$ cat src/sv/uoi_pkg.sv
`default_nettype none

package uoi_pkg;

    // fixed-point formats
    localparam int FRAC_BITS = 16;
    localparam int CORDIC_STEPS_DEF = 16;
    localparam int ATAN_DEPTH = 24;
    localparam int IDX_W = 5;
    localparam int ADDR_W = 3;

    // field widths
    localparam int CMD_W = 2;
    localparam int VEL_W = 24;
    localparam int POS_W = 32;
    localparam int HEAD_W = 19;
    localparam int HALF_W = 18;
    localparam int STEP_W = 16;
    localparam int WRAP_W = 25;
    localparam int ANG_W = 34;
    localparam int MUL_A_W = 32;
    localparam int PROD_W = MUL_A_W + VEL_W;

    // commands
    localparam logic [CMD_W-1:0] CMD_TICK = 2'd0;
    localparam logic [CMD_W-1:0] CMD_SET_VEL = 2'd1;
    localparam logic [CMD_W-1:0] CMD_SET_POSE = 2'd2;

    // register addresses
    localparam logic [ADDR_W-1:0] ADDR_TIME_STEP = 3'd0;
    localparam logic [STEP_W-1:0] TIME_STEP_RST = 16'd655;

    // multiplier operand selects
    localparam logic [1:0] MS_HEAD = 2'd0;
    localparam logic [1:0] MS_DV = 2'd1;
    localparam logic [1:0] MS_X = 2'd2;
    localparam logic [1:0] MS_Y = 2'd3;

    // angle constants
    localparam longint PI_Q30 = 64'd3373259426;
    localparam longint HALF_PI_Q30 = PI_Q30 / 2;
    localparam longint GAIN_Q30 = 64'd652032874;
    localparam longint PI_Q = (PI_Q30 + (64'd1 << (30 - FRAC_BITS - 1))) >> (30 - FRAC_BITS);
    localparam longint TWO_PI_Q = 2 * PI_Q;
    localparam int WRAP_TOP = 5;

    // controller to datapath commands
    typedef struct packed {
        logic ld_vel;
        logic ld_pose;
        logic mul_en;
        logic [1:0] mul_sel;
        logic add_h;
        logic wrap_pre;
        logic wrap_step;
        logic wrap_fix;
        logic cordic_init;
        logic cordic_half;
        logic cordic_step;
        logic cordic_save;
        logic dv_save;
        logic add_x;
        logic add_y;
        logic out_load;
        logic [IDX_W-1:0] idx;
    } uoi_cmd_t;

    // datapath to controller status
    typedef struct packed {
        logic out_full;
    } uoi_sts_t;

    // arctangent table, Q30
    function automatic logic signed [ANG_W-1:0] atan_q30(input logic [IDX_W-1:0] i);
        logic signed [ANG_W-1:0] r;
        case (i)
            5'd0: r = 34'sd843314857;
            5'd1: r = 34'sd497837829;
            5'd2: r = 34'sd263043837;
            5'd3: r = 34'sd133525159;
            5'd4: r = 34'sd67021687;
            5'd5: r = 34'sd33543516;
            5'd6: r = 34'sd16775851;
            5'd7: r = 34'sd8388437;
            5'd8: r = 34'sd4194283;
            5'd9: r = 34'sd2097149;
            5'd10: r = 34'sd1048576;
            5'd11: r = 34'sd524288;
            5'd12: r = 34'sd262144;
            5'd13: r = 34'sd131072;
            5'd14: r = 34'sd65536;
            5'd15: r = 34'sd32768;
            5'd16: r = 34'sd16384;
            5'd17: r = 34'sd8192;
            5'd18: r = 34'sd4096;
            5'd19: r = 34'sd2048;
            5'd20: r = 34'sd1024;
            5'd21: r = 34'sd512;
            5'd22: r = 34'sd256;
            5'd23: r = 34'sd128;
            default: r = '0;
        endcase
        return r;
    endfunction

endpackage

`default_nettype wire

$ cat src/sv/uoi_ctrl.sv
`default_nettype none

module uoi_ctrl #(
    parameter int CORDIC_STEPS = uoi_pkg::CORDIC_STEPS_DEF
) (
    input  wire logic clk,
    input  wire logic rst_n,
    input  wire logic in_valid,
    input  wire logic [uoi_pkg::CMD_W-1:0] command,
    output logic in_stall,
    input  uoi_pkg::uoi_sts_t sts,
    output uoi_pkg::uoi_cmd_t cmd
);
    import uoi_pkg::*;

    localparam int CNT_W = $clog2(CORDIC_STEPS);
    localparam logic [CNT_W-1:0] CNT_LAST = CNT_W'(CORDIC_STEPS - 1);

    localparam logic [4:0] S_IDLE = 5'd0;
    localparam logic [4:0] S_MUL_H = 5'd1;
    localparam logic [4:0] S_ADD_H = 5'd2;
    localparam logic [4:0] S_WRAP_PRE = 5'd3;
    localparam logic [4:0] S_WRAP = 5'd4;
    localparam logic [4:0] S_WRAP_FIX = 5'd5;
    localparam logic [4:0] S_C1_INIT = 5'd6;
    localparam logic [4:0] S_C1_RUN = 5'd7;
    localparam logic [4:0] S_C1_SAVE = 5'd8;
    localparam logic [4:0] S_MUL_DV = 5'd9;
    localparam logic [4:0] S_DV_SAVE = 5'd10;
    localparam logic [4:0] S_MUL_X = 5'd11;
    localparam logic [4:0] S_ADD_X = 5'd12;
    localparam logic [4:0] S_MUL_Y = 5'd13;
    localparam logic [4:0] S_ADD_Y = 5'd14;
    localparam logic [4:0] S_C2_INIT = 5'd15;
    localparam logic [4:0] S_C2_RUN = 5'd16;
    localparam logic [4:0] S_C2_SAVE = 5'd17;
    localparam logic [4:0] S_EMIT = 5'd18;

    logic [4:0] state_reg, state_next;
    logic [CNT_W-1:0] cnt_reg, cnt_next;
    logic tick_reg, tick_next;

    assign in_stall = (state_reg != S_IDLE);

    // state registers
    always_ff @(posedge clk or negedge rst_n)
    begin
        if (!rst_n)
        begin
            state_reg <= S_IDLE;
            cnt_reg <= '0;
            tick_reg <= 1'b0;
        end
        else
        begin
            state_reg <= state_next;
            cnt_reg <= cnt_next;
            tick_reg <= tick_next;
        end
    end

    // sequencer
    always_comb
    begin
        state_next = state_reg;
        cnt_next = cnt_reg;
        tick_next = tick_reg;
        cmd = '0;
        cmd.idx = IDX_W'(cnt_reg);
        case (state_reg)
            S_IDLE:
            begin
                if (in_valid)
                begin
                    case (command)
                        CMD_TICK:
                        begin
                            tick_next = 1'b1;
                            state_next = S_MUL_H;
                        end
                        CMD_SET_VEL: cmd.ld_vel = 1'b1;
                        CMD_SET_POSE:
                        begin
                            cmd.ld_pose = 1'b1;
                            tick_next = 1'b0;
                            state_next = S_WRAP_PRE;
                        end
                        default: ;
                    endcase
                end
            end
            S_MUL_H:
            begin
                cmd.mul_en = 1'b1;
                cmd.mul_sel = MS_HEAD;
                state_next = S_ADD_H;
            end
            S_ADD_H:
            begin
                cmd.add_h = 1'b1;
                state_next = S_WRAP_PRE;
            end
            S_WRAP_PRE:
            begin
                cmd.wrap_pre = 1'b1;
                cnt_next = CNT_W'(WRAP_TOP);
                state_next = S_WRAP;
            end
            S_WRAP:
            begin
                cmd.wrap_step = 1'b1;
                if (cnt_reg == '0)
                    state_next = S_WRAP_FIX;
                else
                    cnt_next = cnt_reg - 1'b1;
            end
            S_WRAP_FIX:
            begin
                cmd.wrap_fix = 1'b1;
                state_next = tick_reg ? S_C1_INIT : S_IDLE;
            end
            S_C1_INIT:
            begin
                cmd.cordic_init = 1'b1;
                cnt_next = '0;
                state_next = S_C1_RUN;
            end
            S_C1_RUN:
            begin
                cmd.cordic_step = 1'b1;
                if (cnt_reg == CNT_LAST)
                    state_next = S_C1_SAVE;
                else
                    cnt_next = cnt_reg + 1'b1;
            end
            S_C1_SAVE:
            begin
                cmd.cordic_save = 1'b1;
                state_next = S_MUL_DV;
            end
            S_MUL_DV:
            begin
                cmd.mul_en = 1'b1;
                cmd.mul_sel = MS_DV;
                state_next = S_DV_SAVE;
            end
            S_DV_SAVE:
            begin
                cmd.dv_save = 1'b1;
                state_next = S_MUL_X;
            end
            S_MUL_X:
            begin
                cmd.mul_en = 1'b1;
                cmd.mul_sel = MS_X;
                state_next = S_ADD_X;
            end
            S_ADD_X:
            begin
                cmd.add_x = 1'b1;
                state_next = S_MUL_Y;
            end
            S_MUL_Y:
            begin
                cmd.mul_en = 1'b1;
                cmd.mul_sel = MS_Y;
                state_next = S_ADD_Y;
            end
            S_ADD_Y:
            begin
                cmd.add_y = 1'b1;
                state_next = S_C2_INIT;
            end
            S_C2_INIT:
            begin
                cmd.cordic_init = 1'b1;
                cmd.cordic_half = 1'b1;
                cnt_next = '0;
                state_next = S_C2_RUN;
            end
            S_C2_RUN:
            begin
                cmd.cordic_step = 1'b1;
                if (cnt_reg == CNT_LAST)
                    state_next = S_C2_SAVE;
                else
                    cnt_next = cnt_reg + 1'b1;
            end
            S_C2_SAVE:
            begin
                cmd.cordic_save = 1'b1;
                state_next = S_EMIT;
            end
            S_EMIT:
            begin
                if (!sts.out_full)
                begin
                    cmd.out_load = 1'b1;
                    state_next = S_IDLE;
                end
            end
            default: state_next = S_IDLE;
        endcase
    end

endmodule

`default_nettype wire

$ cat src/sv/uoi_datapath.sv
`default_nettype none

module uoi_datapath (
    input  wire logic clk,
    input  wire logic rst_n,
    input  uoi_pkg::uoi_cmd_t cmd,
    output uoi_pkg::uoi_sts_t sts,
    input  wire logic [uoi_pkg::STEP_W-1:0] time_step,
    input  wire logic signed [uoi_pkg::VEL_W-1:0] lin_vel_in,
    input  wire logic signed [uoi_pkg::VEL_W-1:0] ang_vel_in,
    input  wire logic signed [uoi_pkg::POS_W-1:0] pose_x_in,
    input  wire logic signed [uoi_pkg::POS_W-1:0] pose_y_in,
    input  wire logic signed [uoi_pkg::HEAD_W-1:0] heading_in,
    output logic out_valid,
    input  wire logic out_stall,
    output logic signed [uoi_pkg::POS_W-1:0] pos_x,
    output logic signed [uoi_pkg::POS_W-1:0] pos_y,
    output logic signed [uoi_pkg::HEAD_W-1:0] heading,
    output logic signed [uoi_pkg::HALF_W-1:0] half_sin,
    output logic signed [uoi_pkg::HALF_W-1:0] half_cos,
    output logic signed [uoi_pkg::VEL_W-1:0] lin_vel,
    output logic signed [uoi_pkg::VEL_W-1:0] ang_vel
);
    import uoi_pkg::*;

    localparam logic signed [WRAP_W-1:0] TW = WRAP_W'(TWO_PI_Q);
    localparam logic signed [WRAP_W-1:0] PIW = WRAP_W'(PI_Q);
    localparam logic signed [ANG_W-1:0] PI_A = ANG_W'(PI_Q30);
    localparam logic signed [ANG_W-1:0] HPI_A = ANG_W'(HALF_PI_Q30);
    localparam logic signed [ANG_W-1:0] GAIN_A = ANG_W'(GAIN_Q30);
    localparam int SH_FULL = 30 - FRAC_BITS;
    localparam int SH_HALF = 29 - FRAC_BITS;
    localparam logic signed [PROD_W-1:0] HALF16 = PROD_W'(64'd1 << (STEP_W - 1));
    localparam logic signed [PROD_W-1:0] HALF30 = PROD_W'(64'd1 << 29);
    localparam logic signed [MUL_A_W-1:0] HALFQ = MUL_A_W'(64'd1 << (SH_FULL - 1));
    localparam logic signed [HALF_W-1:0] ONE_Q = HALF_W'(64'd1 << FRAC_BITS);
    localparam logic signed [POS_W+1:0] POS_MAX = (POS_W+2)'(64'h7fffffff);
    localparam logic signed [POS_W+1:0] POS_MIN = -(POS_W+2)'(64'h80000000);

    // state and work registers
    logic signed [POS_W-1:0] x_reg, y_reg;
    logic signed [HEAD_W-1:0] head_reg;
    logic signed [VEL_W-1:0] lv_reg, av_reg;
    logic signed [WRAP_W-1:0] wrap_reg;
    logic signed [PROD_W-1:0] prod_reg;
    logic signed [VEL_W-1:0] dv_reg;
    logic signed [ANG_W-1:0] cx_reg, cy_reg, ca_reg;
    logic neg_reg;
    logic signed [MUL_A_W-1:0] c_reg, s_reg;
    logic out_valid_reg;
    logic signed [POS_W-1:0] ox_reg, oy_reg;
    logic signed [HEAD_W-1:0] oh_reg;
    logic signed [HALF_W-1:0] ohs_reg, ohc_reg;
    logic signed [VEL_W-1:0] olv_reg, oav_reg;

    // multiplier operand select
    logic signed [MUL_A_W-1:0] mul_a;
    logic signed [VEL_W-1:0] mul_b;
    always_comb
    begin
        case (cmd.mul_sel)
            MS_HEAD:
            begin
                mul_a = $signed({16'd0, time_step});
                mul_b = av_reg;
            end
            MS_DV:
            begin
                mul_a = $signed({16'd0, time_step});
                mul_b = lv_reg;
            end
            MS_X:
            begin
                mul_a = c_reg;
                mul_b = dv_reg;
            end
            default:
            begin
                mul_a = s_reg;
                mul_b = dv_reg;
            end
        endcase
    end

    // rounding of the product
    logic signed [PROD_W-1:0] prod_r16, prod_r30;
    assign prod_r16 = (prod_reg + HALF16) >>> STEP_W;
    assign prod_r30 = (prod_reg + HALF30) >>> 30;

    // heading wrap steps
    logic signed [WRAP_W-1:0] tw_k;
    assign tw_k = TW <<< cmd.idx[2:0];

    // position add with saturation
    logic signed [POS_W+1:0] pos_sum;
    logic signed [POS_W-1:0] pos_sat;
    always_comb
    begin
        pos_sum = (cmd.add_x ? (POS_W+2)'(x_reg) : (POS_W+2)'(y_reg))
            + (POS_W+2)'($signed(prod_r30[25:0]));
        if (pos_sum > POS_MAX)
            pos_sat = POS_W'(POS_MAX);
        else if (pos_sum < POS_MIN)
            pos_sat = POS_W'(POS_MIN);
        else
            pos_sat = pos_sum[POS_W-1:0];
    end

    // cordic start angle and fold
    logic signed [ANG_W-1:0] ang0;
    assign ang0 = cmd.cordic_half ? (ANG_W'(head_reg) <<< SH_HALF)
                                  : (ANG_W'(head_reg) <<< SH_FULL);

    // cordic micro-rotation
    logic signed [ANG_W-1:0] sx, sy, at;
    assign sx = cx_reg >>> cmd.idx;
    assign sy = cy_reg >>> cmd.idx;
    assign at = atan_q30(cmd.idx);

    // half-angle outputs rounded and clamped
    logic signed [MUL_A_W-1:0] hs_r, hc_r;
    logic signed [HALF_W-1:0] hs_q, hc_q;
    assign hs_r = (s_reg + HALFQ) >>> SH_FULL;
    assign hc_r = (c_reg + HALFQ) >>> SH_FULL;
    always_comb
    begin
        if (hs_r > MUL_A_W'(ONE_Q))
            hs_q = ONE_Q;
        else if (hs_r < -MUL_A_W'(ONE_Q))
            hs_q = -ONE_Q;
        else
            hs_q = hs_r[HALF_W-1:0];
        if (hc_r > MUL_A_W'(ONE_Q))
            hc_q = ONE_Q;
        else if (hc_r < -MUL_A_W'(ONE_Q))
            hc_q = -ONE_Q;
        else
            hc_q = hc_r[HALF_W-1:0];
    end

    // architectural state
    always_ff @(posedge clk or negedge rst_n)
    begin
        if (!rst_n)
        begin
            x_reg <= '0;
            y_reg <= '0;
            head_reg <= '0;
            lv_reg <= '0;
            av_reg <= '0;
        end
        else
        begin
            if (cmd.ld_vel)
            begin
                lv_reg <= lin_vel_in;
                av_reg <= ang_vel_in;
            end
            if (cmd.ld_pose)
            begin
                x_reg <= pose_x_in;
                y_reg <= pose_y_in;
                lv_reg <= '0;
                av_reg <= '0;
            end
            if (cmd.wrap_fix)
                head_reg <= (wrap_reg > PIW) ? HEAD_W'(wrap_reg - TW) : HEAD_W'(wrap_reg);
            if (cmd.add_x)
                x_reg <= pos_sat;
            if (cmd.add_y)
                y_reg <= pos_sat;
        end
    end

    // work registers
    always_ff @(posedge clk)
    begin
        if (cmd.mul_en)
            prod_reg <= PROD_W'(mul_a) * PROD_W'(mul_b);
        if (cmd.ld_pose)
            wrap_reg <= WRAP_W'(heading_in);
        else if (cmd.add_h)
            wrap_reg <= WRAP_W'(head_reg) + WRAP_W'($signed(prod_r16[VEL_W-1:0]));
        else if (cmd.wrap_pre)
        begin
            if (wrap_reg < 0)
                wrap_reg <= wrap_reg + (TW <<< WRAP_TOP);
        end
        else if (cmd.wrap_step)
        begin
            if (wrap_reg >= tw_k)
                wrap_reg <= wrap_reg - tw_k;
        end
        if (cmd.dv_save)
            dv_reg <= prod_r16[VEL_W-1:0];
        if (cmd.cordic_init)
        begin
            cx_reg <= GAIN_A;
            cy_reg <= '0;
            if (ang0 > HPI_A)
            begin
                ca_reg <= ang0 - PI_A;
                neg_reg <= 1'b1;
            end
            else if (ang0 < -HPI_A)
            begin
                ca_reg <= ang0 + PI_A;
                neg_reg <= 1'b1;
            end
            else
            begin
                ca_reg <= ang0;
                neg_reg <= 1'b0;
            end
        end
        else if (cmd.cordic_step)
        begin
            if (ca_reg >= 0)
            begin
                cx_reg <= cx_reg - sy;
                cy_reg <= cy_reg + sx;
                ca_reg <= ca_reg - at;
            end
            else
            begin
                cx_reg <= cx_reg + sy;
                cy_reg <= cy_reg - sx;
                ca_reg <= ca_reg + at;
            end
        end
        if (cmd.cordic_save)
        begin
            c_reg <= neg_reg ? MUL_A_W'(-cx_reg) : MUL_A_W'(cx_reg);
            s_reg <= neg_reg ? MUL_A_W'(-cy_reg) : MUL_A_W'(cy_reg);
        end
        if (cmd.out_load)
        begin
            ox_reg <= x_reg;
            oy_reg <= y_reg;
            oh_reg <= head_reg;
            ohs_reg <= hs_q;
            ohc_reg <= hc_q;
            olv_reg <= lv_reg;
            oav_reg <= av_reg;
        end
    end

    // output valid
    always_ff @(posedge clk or negedge rst_n)
    begin
        if (!rst_n)
            out_valid_reg <= 1'b0;
        else if (cmd.out_load)
            out_valid_reg <= 1'b1;
        else if (!out_stall)
            out_valid_reg <= 1'b0;
    end

    assign sts.out_full = out_valid_reg && out_stall;
    assign out_valid = out_valid_reg;
    assign pos_x = ox_reg;
    assign pos_y = oy_reg;
    assign heading = oh_reg;
    assign half_sin = ohs_reg;
    assign half_cos = ohc_reg;
    assign lin_vel = olv_reg;
    assign ang_vel = oav_reg;

endmodule

`default_nettype wire

$ cat src/sv/unicycle_odometry_integrator_core.sv
// Unicycle dead-reckoning odometry integrator.
// Input channel (in_valid/in_stall) takes one command per transfer: tick,
// set velocity or set pose. Only a tick produces a transfer on the output
// channel (out_valid/out_stall) carrying pose, half-angle sin/cos and rates.
// Set velocity does not hold the input; set pose holds it for the heading wrap.
// A tick holds the input until its result is loaded into the output register:
// the heading wrap runs six compare-subtract steps, then two rotation CORDICs
// of CORDIC_STEPS iterations each share one micro-rotation unit, and the
// rate products go through one shared 32x24 multiplier.
// in_stall is high while a command is being worked on. The result sits in
// an output register; a new command is taken while it waits, and only the
// final load of the next result waits for the receiver to release stall.
// The time step register lives at APB byte address 0, reset value 655.
// Reset clears pose, rates and the output valid; it takes effect at once.
`default_nettype none

module unicycle_odometry_integrator_core #(
    parameter int CORDIC_STEPS = uoi_pkg::CORDIC_STEPS_DEF
) (
    input  wire logic clk,
    input  wire logic rst_n,
    input  wire logic psel,
    input  wire logic penable,
    input  wire logic pwrite,
    input  wire logic [uoi_pkg::ADDR_W-1:0] paddr,
    input  wire logic [31:0] pwdata,
    output logic [31:0] prdata,
    output logic pready,
    input  wire logic in_valid,
    output logic in_stall,
    input  wire logic [uoi_pkg::CMD_W-1:0] command,
    input  wire logic signed [uoi_pkg::VEL_W-1:0] lin_vel_in,
    input  wire logic signed [uoi_pkg::VEL_W-1:0] ang_vel_in,
    input  wire logic signed [uoi_pkg::POS_W-1:0] pose_x_in,
    input  wire logic signed [uoi_pkg::POS_W-1:0] pose_y_in,
    input  wire logic signed [uoi_pkg::HEAD_W-1:0] heading_in,
    output logic out_valid,
    input  wire logic out_stall,
    output logic signed [uoi_pkg::POS_W-1:0] pos_x,
    output logic signed [uoi_pkg::POS_W-1:0] pos_y,
    output logic signed [uoi_pkg::HEAD_W-1:0] heading,
    output logic signed [uoi_pkg::HALF_W-1:0] half_sin,
    output logic signed [uoi_pkg::HALF_W-1:0] half_cos,
    output logic signed [uoi_pkg::VEL_W-1:0] lin_vel,
    output logic signed [uoi_pkg::VEL_W-1:0] ang_vel
);
    import uoi_pkg::*;

    logic [STEP_W-1:0] time_step_reg;
    uoi_cmd_t cmd;
    uoi_sts_t sts;

    // configuration register
    always_ff @(posedge clk or negedge rst_n)
    begin
        if (!rst_n)
            time_step_reg <= TIME_STEP_RST;
        else if (psel && penable && pwrite && pready && paddr == ADDR_TIME_STEP)
            time_step_reg <= pwdata[STEP_W-1:0];
    end

    assign pready = 1'b1;
    assign prdata = (paddr == ADDR_TIME_STEP) ? {16'd0, time_step_reg} : 32'd0;

    uoi_ctrl #(
        .CORDIC_STEPS(CORDIC_STEPS)
    ) u_ctrl (
        .clk(clk),
        .rst_n(rst_n),
        .in_valid(in_valid),
        .command(command),
        .in_stall(in_stall),
        .sts(sts),
        .cmd(cmd)
    );

    uoi_datapath u_dp (
        .clk(clk),
        .rst_n(rst_n),
        .cmd(cmd),
        .sts(sts),
        .time_step(time_step_reg),
        .lin_vel_in(lin_vel_in),
        .ang_vel_in(ang_vel_in),
        .pose_x_in(pose_x_in),
        .pose_y_in(pose_y_in),
        .heading_in(heading_in),
        .out_valid(out_valid),
        .out_stall(out_stall),
        .pos_x(pos_x),
        .pos_y(pos_y),
        .heading(heading),
        .half_sin(half_sin),
        .half_cos(half_cos),
        .lin_vel(lin_vel),
        .ang_vel(ang_vel)
    );

endmodule

`default_nettype wire

$ cat config.mk
export PLATFORM = sky130hd
export DESIGN_NAME = unicycle_odometry_integrator_core
export DESIGN_NICKNAME = d
export VERILOG_FILES = /design/src/sv/uoi_pkg.sv /design/src/sv/uoi_ctrl.sv /design/src/sv/uoi_datapath.sv /design/src/sv/unicycle_odometry_integrator_core.sv
export SDC_FILE = /design/constraint.sdc
export NUM_CORES = 2
export LEC_CHECK = 0
export BUFFER_PORTS_ARGS = -buffer_cell sky130_fd_sc_hd__buf_4
export CORE_ASPECT_RATIO = 0.9
export CORE_MARGIN = 3
export CORE_UTILIZATION = 40
export CTS_CLUSTER_DIAMETER = 80
export DETAILED_ROUTE_END_ITERATION = 16
export SLEW_MARGIN = 5
export SYNTH_ARGS = -nofsm -noshare
export SYNTH_HDL_FRONTEND = slang
export SYNTH_SLANG_ARGS = --single-unit
$ cat constraint.sdc
create_clock -name clk -period 9.62 [get_ports clk]
set_input_delay 1.443 -clock clk [delete_from_list [all_inputs] [get_ports clk]]
set_output_delay 1.443 -clock clk [all_outputs]
set_load 0.03 [all_outputs]
# Word level (Yosys, flattened, before mapping)
# Memories as Yosys holds them, arrays and structs flattened.
# Index checks and enable logic that the tools add are counted.
totals:
  regBits: 597
  rom_bits: 960
  in_bits: 175
  output_inout_bits: 202
  elab_cells: 193
  n_memories: 1
op_classes:
  add_sub_neg: 21
  mul: 1
  magnitude_cmp: 12
  n_eq_ne: 33
  n_shift: 3
  muxes: 66
  n_reduce_logical: 28
memory_table:
  columns: ["memory", "depth", "width", "rd", "rd_ports_with_merged_regs", "write_ports", "line", "text"]
  rows:
  - ["(no name shown)", 32, 30, 1, 0, 0, "uoi_pkg.sv:76", "case (i)"]
ops:
  columns: ["cell", "count"]
  rows:
  - ["$mux 32", 9]
  - ["$mux 34", 8]
  - ["$mux 25", 6]
  - ["$add 34x34->34", 3]
  - ["$sub 34x34->34", 3]
  - ["$mux 24", 4]
  - ["$pmux 5 s19", 1]
  - ["$sshr 34x4->34", 2]
  - ["$add 32x15->32 const B", 2]
  - ["$neg 32->32", 2]
  - ["$pmux 32 s2", 1]
  - ["$add 56x31->56 const B", 1]
  - ["$mul 32x24->56", 1]
  - ["$pmux 24 s2", 1]
  - ["$add 40x17->40 const B", 1]
  - ["$eq 5x4->1 const B", 8]
  - ["$gt 18x18->1 const B", 2]
  - ["$lt 18x17->1 const B", 2]
  - ["$mux 18", 2]
  - ["$add 33x33->34 const B", 1]
  - ["$add 34x26->34", 1]
  - ["$ge 34x1->1 const B", 1]
  - ["$gt 34x32->1 const B", 1]
  - ["$lt 34x32->1 const B", 1]
  - ["46 further kinds", 100]

# Logic depth before layout (Yosys ltp)
depth:
  depth_word: 8
  ltp_mapped: 37
  ltp_nobuf: 33

# By module
# A second synthesis with hierarchy kept.
hier_totals:
  cells_unflattened: 7553
  hier_area_um2: 69736.9
modules_own_cells:
  columns: ["mod", "instances", "cells_per_inst", "area_per_inst_um2", "seq_area_each_um2"]
  rows:
  - ["uoi_datapath", 1, 7363, 67896.4, 15354.7]
  - ["uoi_ctrl", 1, 118, 965.9, 250.2]
  - ["unicycle_odometry_integrator_core", 1, 72, 874.6, 407.9]

# Least setup slack after synthesis
# OpenSTA, ideal clock, no wires.
synth_timing:
  kind: "input port to flip-flop"
  start: "in out_stall"
  end: "reg u_dp.oav_reg[0], in the netlist u_dp.ang_vel[0] (enable)"
  setup_time_ns: 0.749
  arrival_ns: 9.485
  required_time_ns: 8.871
  setup_slack_ns: -0.614
  stages: 1
  path_buffers: 0
  path_cell_list: "a21oi_1"
synth_between:
  elab_chain_cells: 3
synth_rtl:
  columns: ["item", "line", "text"]
  rows:
  - ["start, declared", "unicycle_odometry_integrator_core.sv:38", "input wire logic out_stall,"]
  - ["$logic_and 1x1->1", "uoi_datapath.sv:259", "assign sts.out_full = out_valid_reg && out_stall;"]
  - ["$mux 1", "uoi_ctrl.sv:196", "if (!sts.out_full)"]
  - ["$mux 1", "uoi_ctrl.sv:70", "case (state_reg)"]
  - ["end signal, assigned", "uoi_datapath.sv:244", "oav_reg <= av_reg;"]
  - ["end, declared", "uoi_datapath.sv:54", "logic signed [VEL_W-1:0] olv_reg, oav_reg;"]
# Every way passes these cells.
# A chain may end at the register's enable or synchronous reset.

# Final worst setup path
layout_timing:
  start: "reg u_ctrl.state_reg[1]"
  end: "reg u_dp.prod_reg[55], data pin"
layout_between:
  elab_chain_cells: 6
  word_cells_on_any_way: 12
  cone_classes: "1 x mul; 6 x eq/ne; 3 x mux; 2 x reduce/logical"
layout_rtl:
  columns: ["item", "line", "text"]
  rows:
  - ["start, declared", "uoi_ctrl.sv:39", "logic [4:0] state_reg, state_next;"]
  - ["start signal, assigned", "uoi_ctrl.sv:56", "state_reg <= state_next;"]
  - ["$eq 5x4->1 / $eq 5x1->1 (equally long branches)", "uoi_ctrl.sv:70", null]
  - ["$pmux 3 s4 (*)", "uoi_ctrl.sv:70", null]
  - ["$eq 2x1->1 / $logic_not 2->1 (equally long branches)", "uoi_datapath.sv:61", "case (cmd.mul_sel)"]
  - ["$reduce_or 2->1 (no source line)", null, null]
  - ["$pmux 32 s2", "uoi_datapath.sv:61", null]
  - ["$mul 32x24->56 (*)", "uoi_datapath.sv:179", "prod_reg <= PROD_W'(mul_a) * PROD_W'(mul_b);"]
  - ["end signal, assigned", "uoi_datapath.sv:179", null]
  - ["end, declared", "uoi_datapath.sv:45", "logic signed [PROD_W-1:0] prod_reg;"]
# Mark *: on every way between the ends. The rest lies on a longest branch, timed or not.

==> impl_results.md <==
- Outcome: completed
- Top area cells in the synthesized netlist: fa_1 23%, edfxtp_1 16%, ha_1 6.5%
- Layout cells sized above 1: 0.1158
- Multi-input gate area: 46,550 um2
- Row cnt: 142
- Nets@finish: 8,967
- Total CTS buffers: 73
- Main synth FF type: edfxtp_1
- Gr ovfl total: 0
- YS warnings: 0
- DP Cell Count: 9,812
- Pins over their slew limit: 0
- Starting density of the core: 0.4036
- First-pass GRT wire length: 345,500 um
- Detail Route Antenna Nets: 0
- CP bufs+invs: 6
- Clk slew on worst S/H paths: 0.06 ns
- Synthesized flop and latch total: 582
- Ys async rst share: 0.2715
- Leading cell types in the layout, fill and taps excluded: 926 x nand2_1, 883 x inv_1, 788 x fa_1
- Initial antenna violation count: 4
- Max-cap check violation count: 0
- Post-Syn Area: 67,340 um2
- Syn Area/Cell: 9.040 um2
- # setup viols final: 0
- Seq. cell area: 16,030 um2
- Buffers on Ports: 343
- Synth Instances: 7,449
- Vias in the first global route: 56,350
- Max FO, Critical Path: 29
- Register area share after synthesis: 0.2378
- RSZ-0062 raised after global routing: false
- Commonest non-fill, non-tap cell in the layout: nand2_1
- Drt first pass iters: 7
- Final Hold Vio Count: 0
- Worst skew pair latency: 0.75 ns
- Die Y: 395.2 um
- CP max-delay cell: fa_1
- Final wirelength: 227,900 um
- Hold Crit Start: u_dp.x_reg[7]
- Unique masters post-synth: 87
- Via/cell ratio: 5.638
- Overall routing resource usage: 0.2598
- Placed inst area: 72,850 um2
- Skew final: 0.09028 ns
- Final instance area: 75,500 um2
- Clk root buf: clkbuf_16
- IO Pins: 377
- Worst Tran Pin Value: 1.208 ns
- DR DRC count: 0
- Top cell family by delay on the critical path: adder cells
- Crit Path Category: reg2reg
- Cell Count, Final, Fillers Out: 9,948
- Max reg flops: 41
- Crit path time final: 9.244 ns
- Post-route setup TNS: 0 ns
- TritonCTS clock tree: built
- Wire length per cell: 22.91 um
- Synth area leader: fa_1
- Slew margin rel.: 0.1925
- HP Class: reg2reg
- Slowest Stage Delay on Critical Path: 0.56 ns
- Total clock sinks: 582
- Crit path launch: u_ctrl.state_reg[1]
- H-tree depth: 3
- Area of the die: 173,300 um2
- Layout fillers: 16,010
- WP data arrival: 9.68 ns
- Launching point of the worst reg2reg path: u_ctrl.state_reg[1]
- Post-synth EDFFs: 356
- Hpwl dp: 182,000 um
- Critical Path End Type: flop
- Bufs on Longest Clock Path: 3
- Flop-to-flop setup slack: 0.38 ns
- DRT iter0 DRCs: 5,157
- Via count: 56,090
- Core Area: 166,800 um2
- Crit path top cell by count: fa_1
- Critical path launch point type: flop
- Top-area cell type share of the netlist area: 0.2343
- Area growth, synth to finish: 12.13%
- Max Clock Freq: 108.2 MHz
- Req. time, crit path: 10.06 ns
- Largest net degree at the start of global routing: 129
- Gpl congestion: 0.9678
- Final Cycle Share: 0.9609
- Die W: 438.5 um
worst reg2reg max path, delay by kind of cell, from the launching register on:
kind / cells / cell delay (ns)
AO/OA/AOI/OAI: 8 / 2.00
AND/OR/NAND/NOR: 6 / 1.35
flip-flops: 1 / 0.39
XOR/XNOR: 1 / 0.15
adder cells (fa/ha/maj): 8 / 3.85
buffers and inverters: 6 / 1.27
Yosys cell counts (17+ instances only):
master / count
a211oi_1: 38
a21boi_0: 24
a21o_1: 111
a21oi_1: 404
a22o_1: 19
a22oi_1: 25
a31oi_1: 41
and2_1: 55
and3_1: 49
buf_1: 39
buf_2: 17
buf_4: 18
clkbuf_1: 354
dfrtp_1: 152
dfxtp_1: 68
edfxtp_1: 356
fa_1: 788
ha_1: 348
inv_1: 884
mux2_2: 61
mux2i_1: 52
mux4_2: 68
nand2_1: 931
nand2b_1: 62
nand3_1: 187
nand4_1: 43
nor2_1: 789
nor2b_1: 49
nor3_1: 88
o211ai_1: 17
o21a_1: 58
o21ai_0: 299
o21bai_1: 20
o221ai_1: 61
o22a_1: 29
o22ai_1: 30
o31ai_1: 53
o41ai_1: 24
or2_2: 22
or3_1: 33
or4_1: 17
xnor2_1: 283
xor2_1: 193
layout make-up:
cell class              count  share of cell area
flip-flops and latches    582              0.2122
clock inverters            42            0.007722
well taps                2232             0.03699
multi-input cells        5562              0.6165
diodes                      2          0.00006628
clock buffers              91             0.02603
inverters                 890             0.04424
repair buffers            547             0.05621
what timing repair did:
item / CTS / global route
resized for setup: 0 / 27
endpoints found under the setup margin: 0 / 16
buffers inserted: 0 / 1
hold endpoints to repair: 0 / 0
hold buffers: 0 / 0
kinds of logic (layout without fill, tap and decap cells):
group           Yosys count  after routing  synth area share
compound gates         1360           1360            0.1285
other cells               2             19         0.0001115
xor+xnor                476            476           0.06191
flops                   582            582            0.2378
buf+inv                1320           1570           0.07512
mux                     187            187           0.04302
fa+ha+maj              1136           1136            0.2989
simple gates           2386           2386            0.1546
through the flow:
step | hold slack (ns) | utilization | worst slack, ns
detailed placement | 0.4592 | 0.4367 | 0.08521
global route | 0.4823 | 0.4525 | 0.004563
floorplan | 0.4384 | - | 0.8827
finish | 0.4751 | 0.4526 | 0.3765
global placement | 0.4555 | 0.4367 | 0.2734
CTS | 0.4565 | 0.4519 | 0.004314
per-layer routing:
layer / wire length (um) / GRT usage
met1: 94590 / 0.3494
met2: 103500 / 0.4142
met3: 19440 / 0.04756
met4: 10410 / 0.1042
met5: 0 / 0
path summary, 6_finish.rpt:
kind                                endpoint  depth (start not counted)
max                        u_dp.prod_reg[55]                         29
min in group asynchronous    u_dp.av_reg[22]                          1
max reg2reg                u_dp.prod_reg[55]                         29
max in group asynchronous  u_ctrl.cnt_reg[2]                          2
min                            u_dp.pos_x[7]                          0
min reg2reg                    u_dp.pos_x[7]                          0
Power is not shown: default switching activity piles up to over one toggle a cycle in this logic, so the estimate is an artifact.
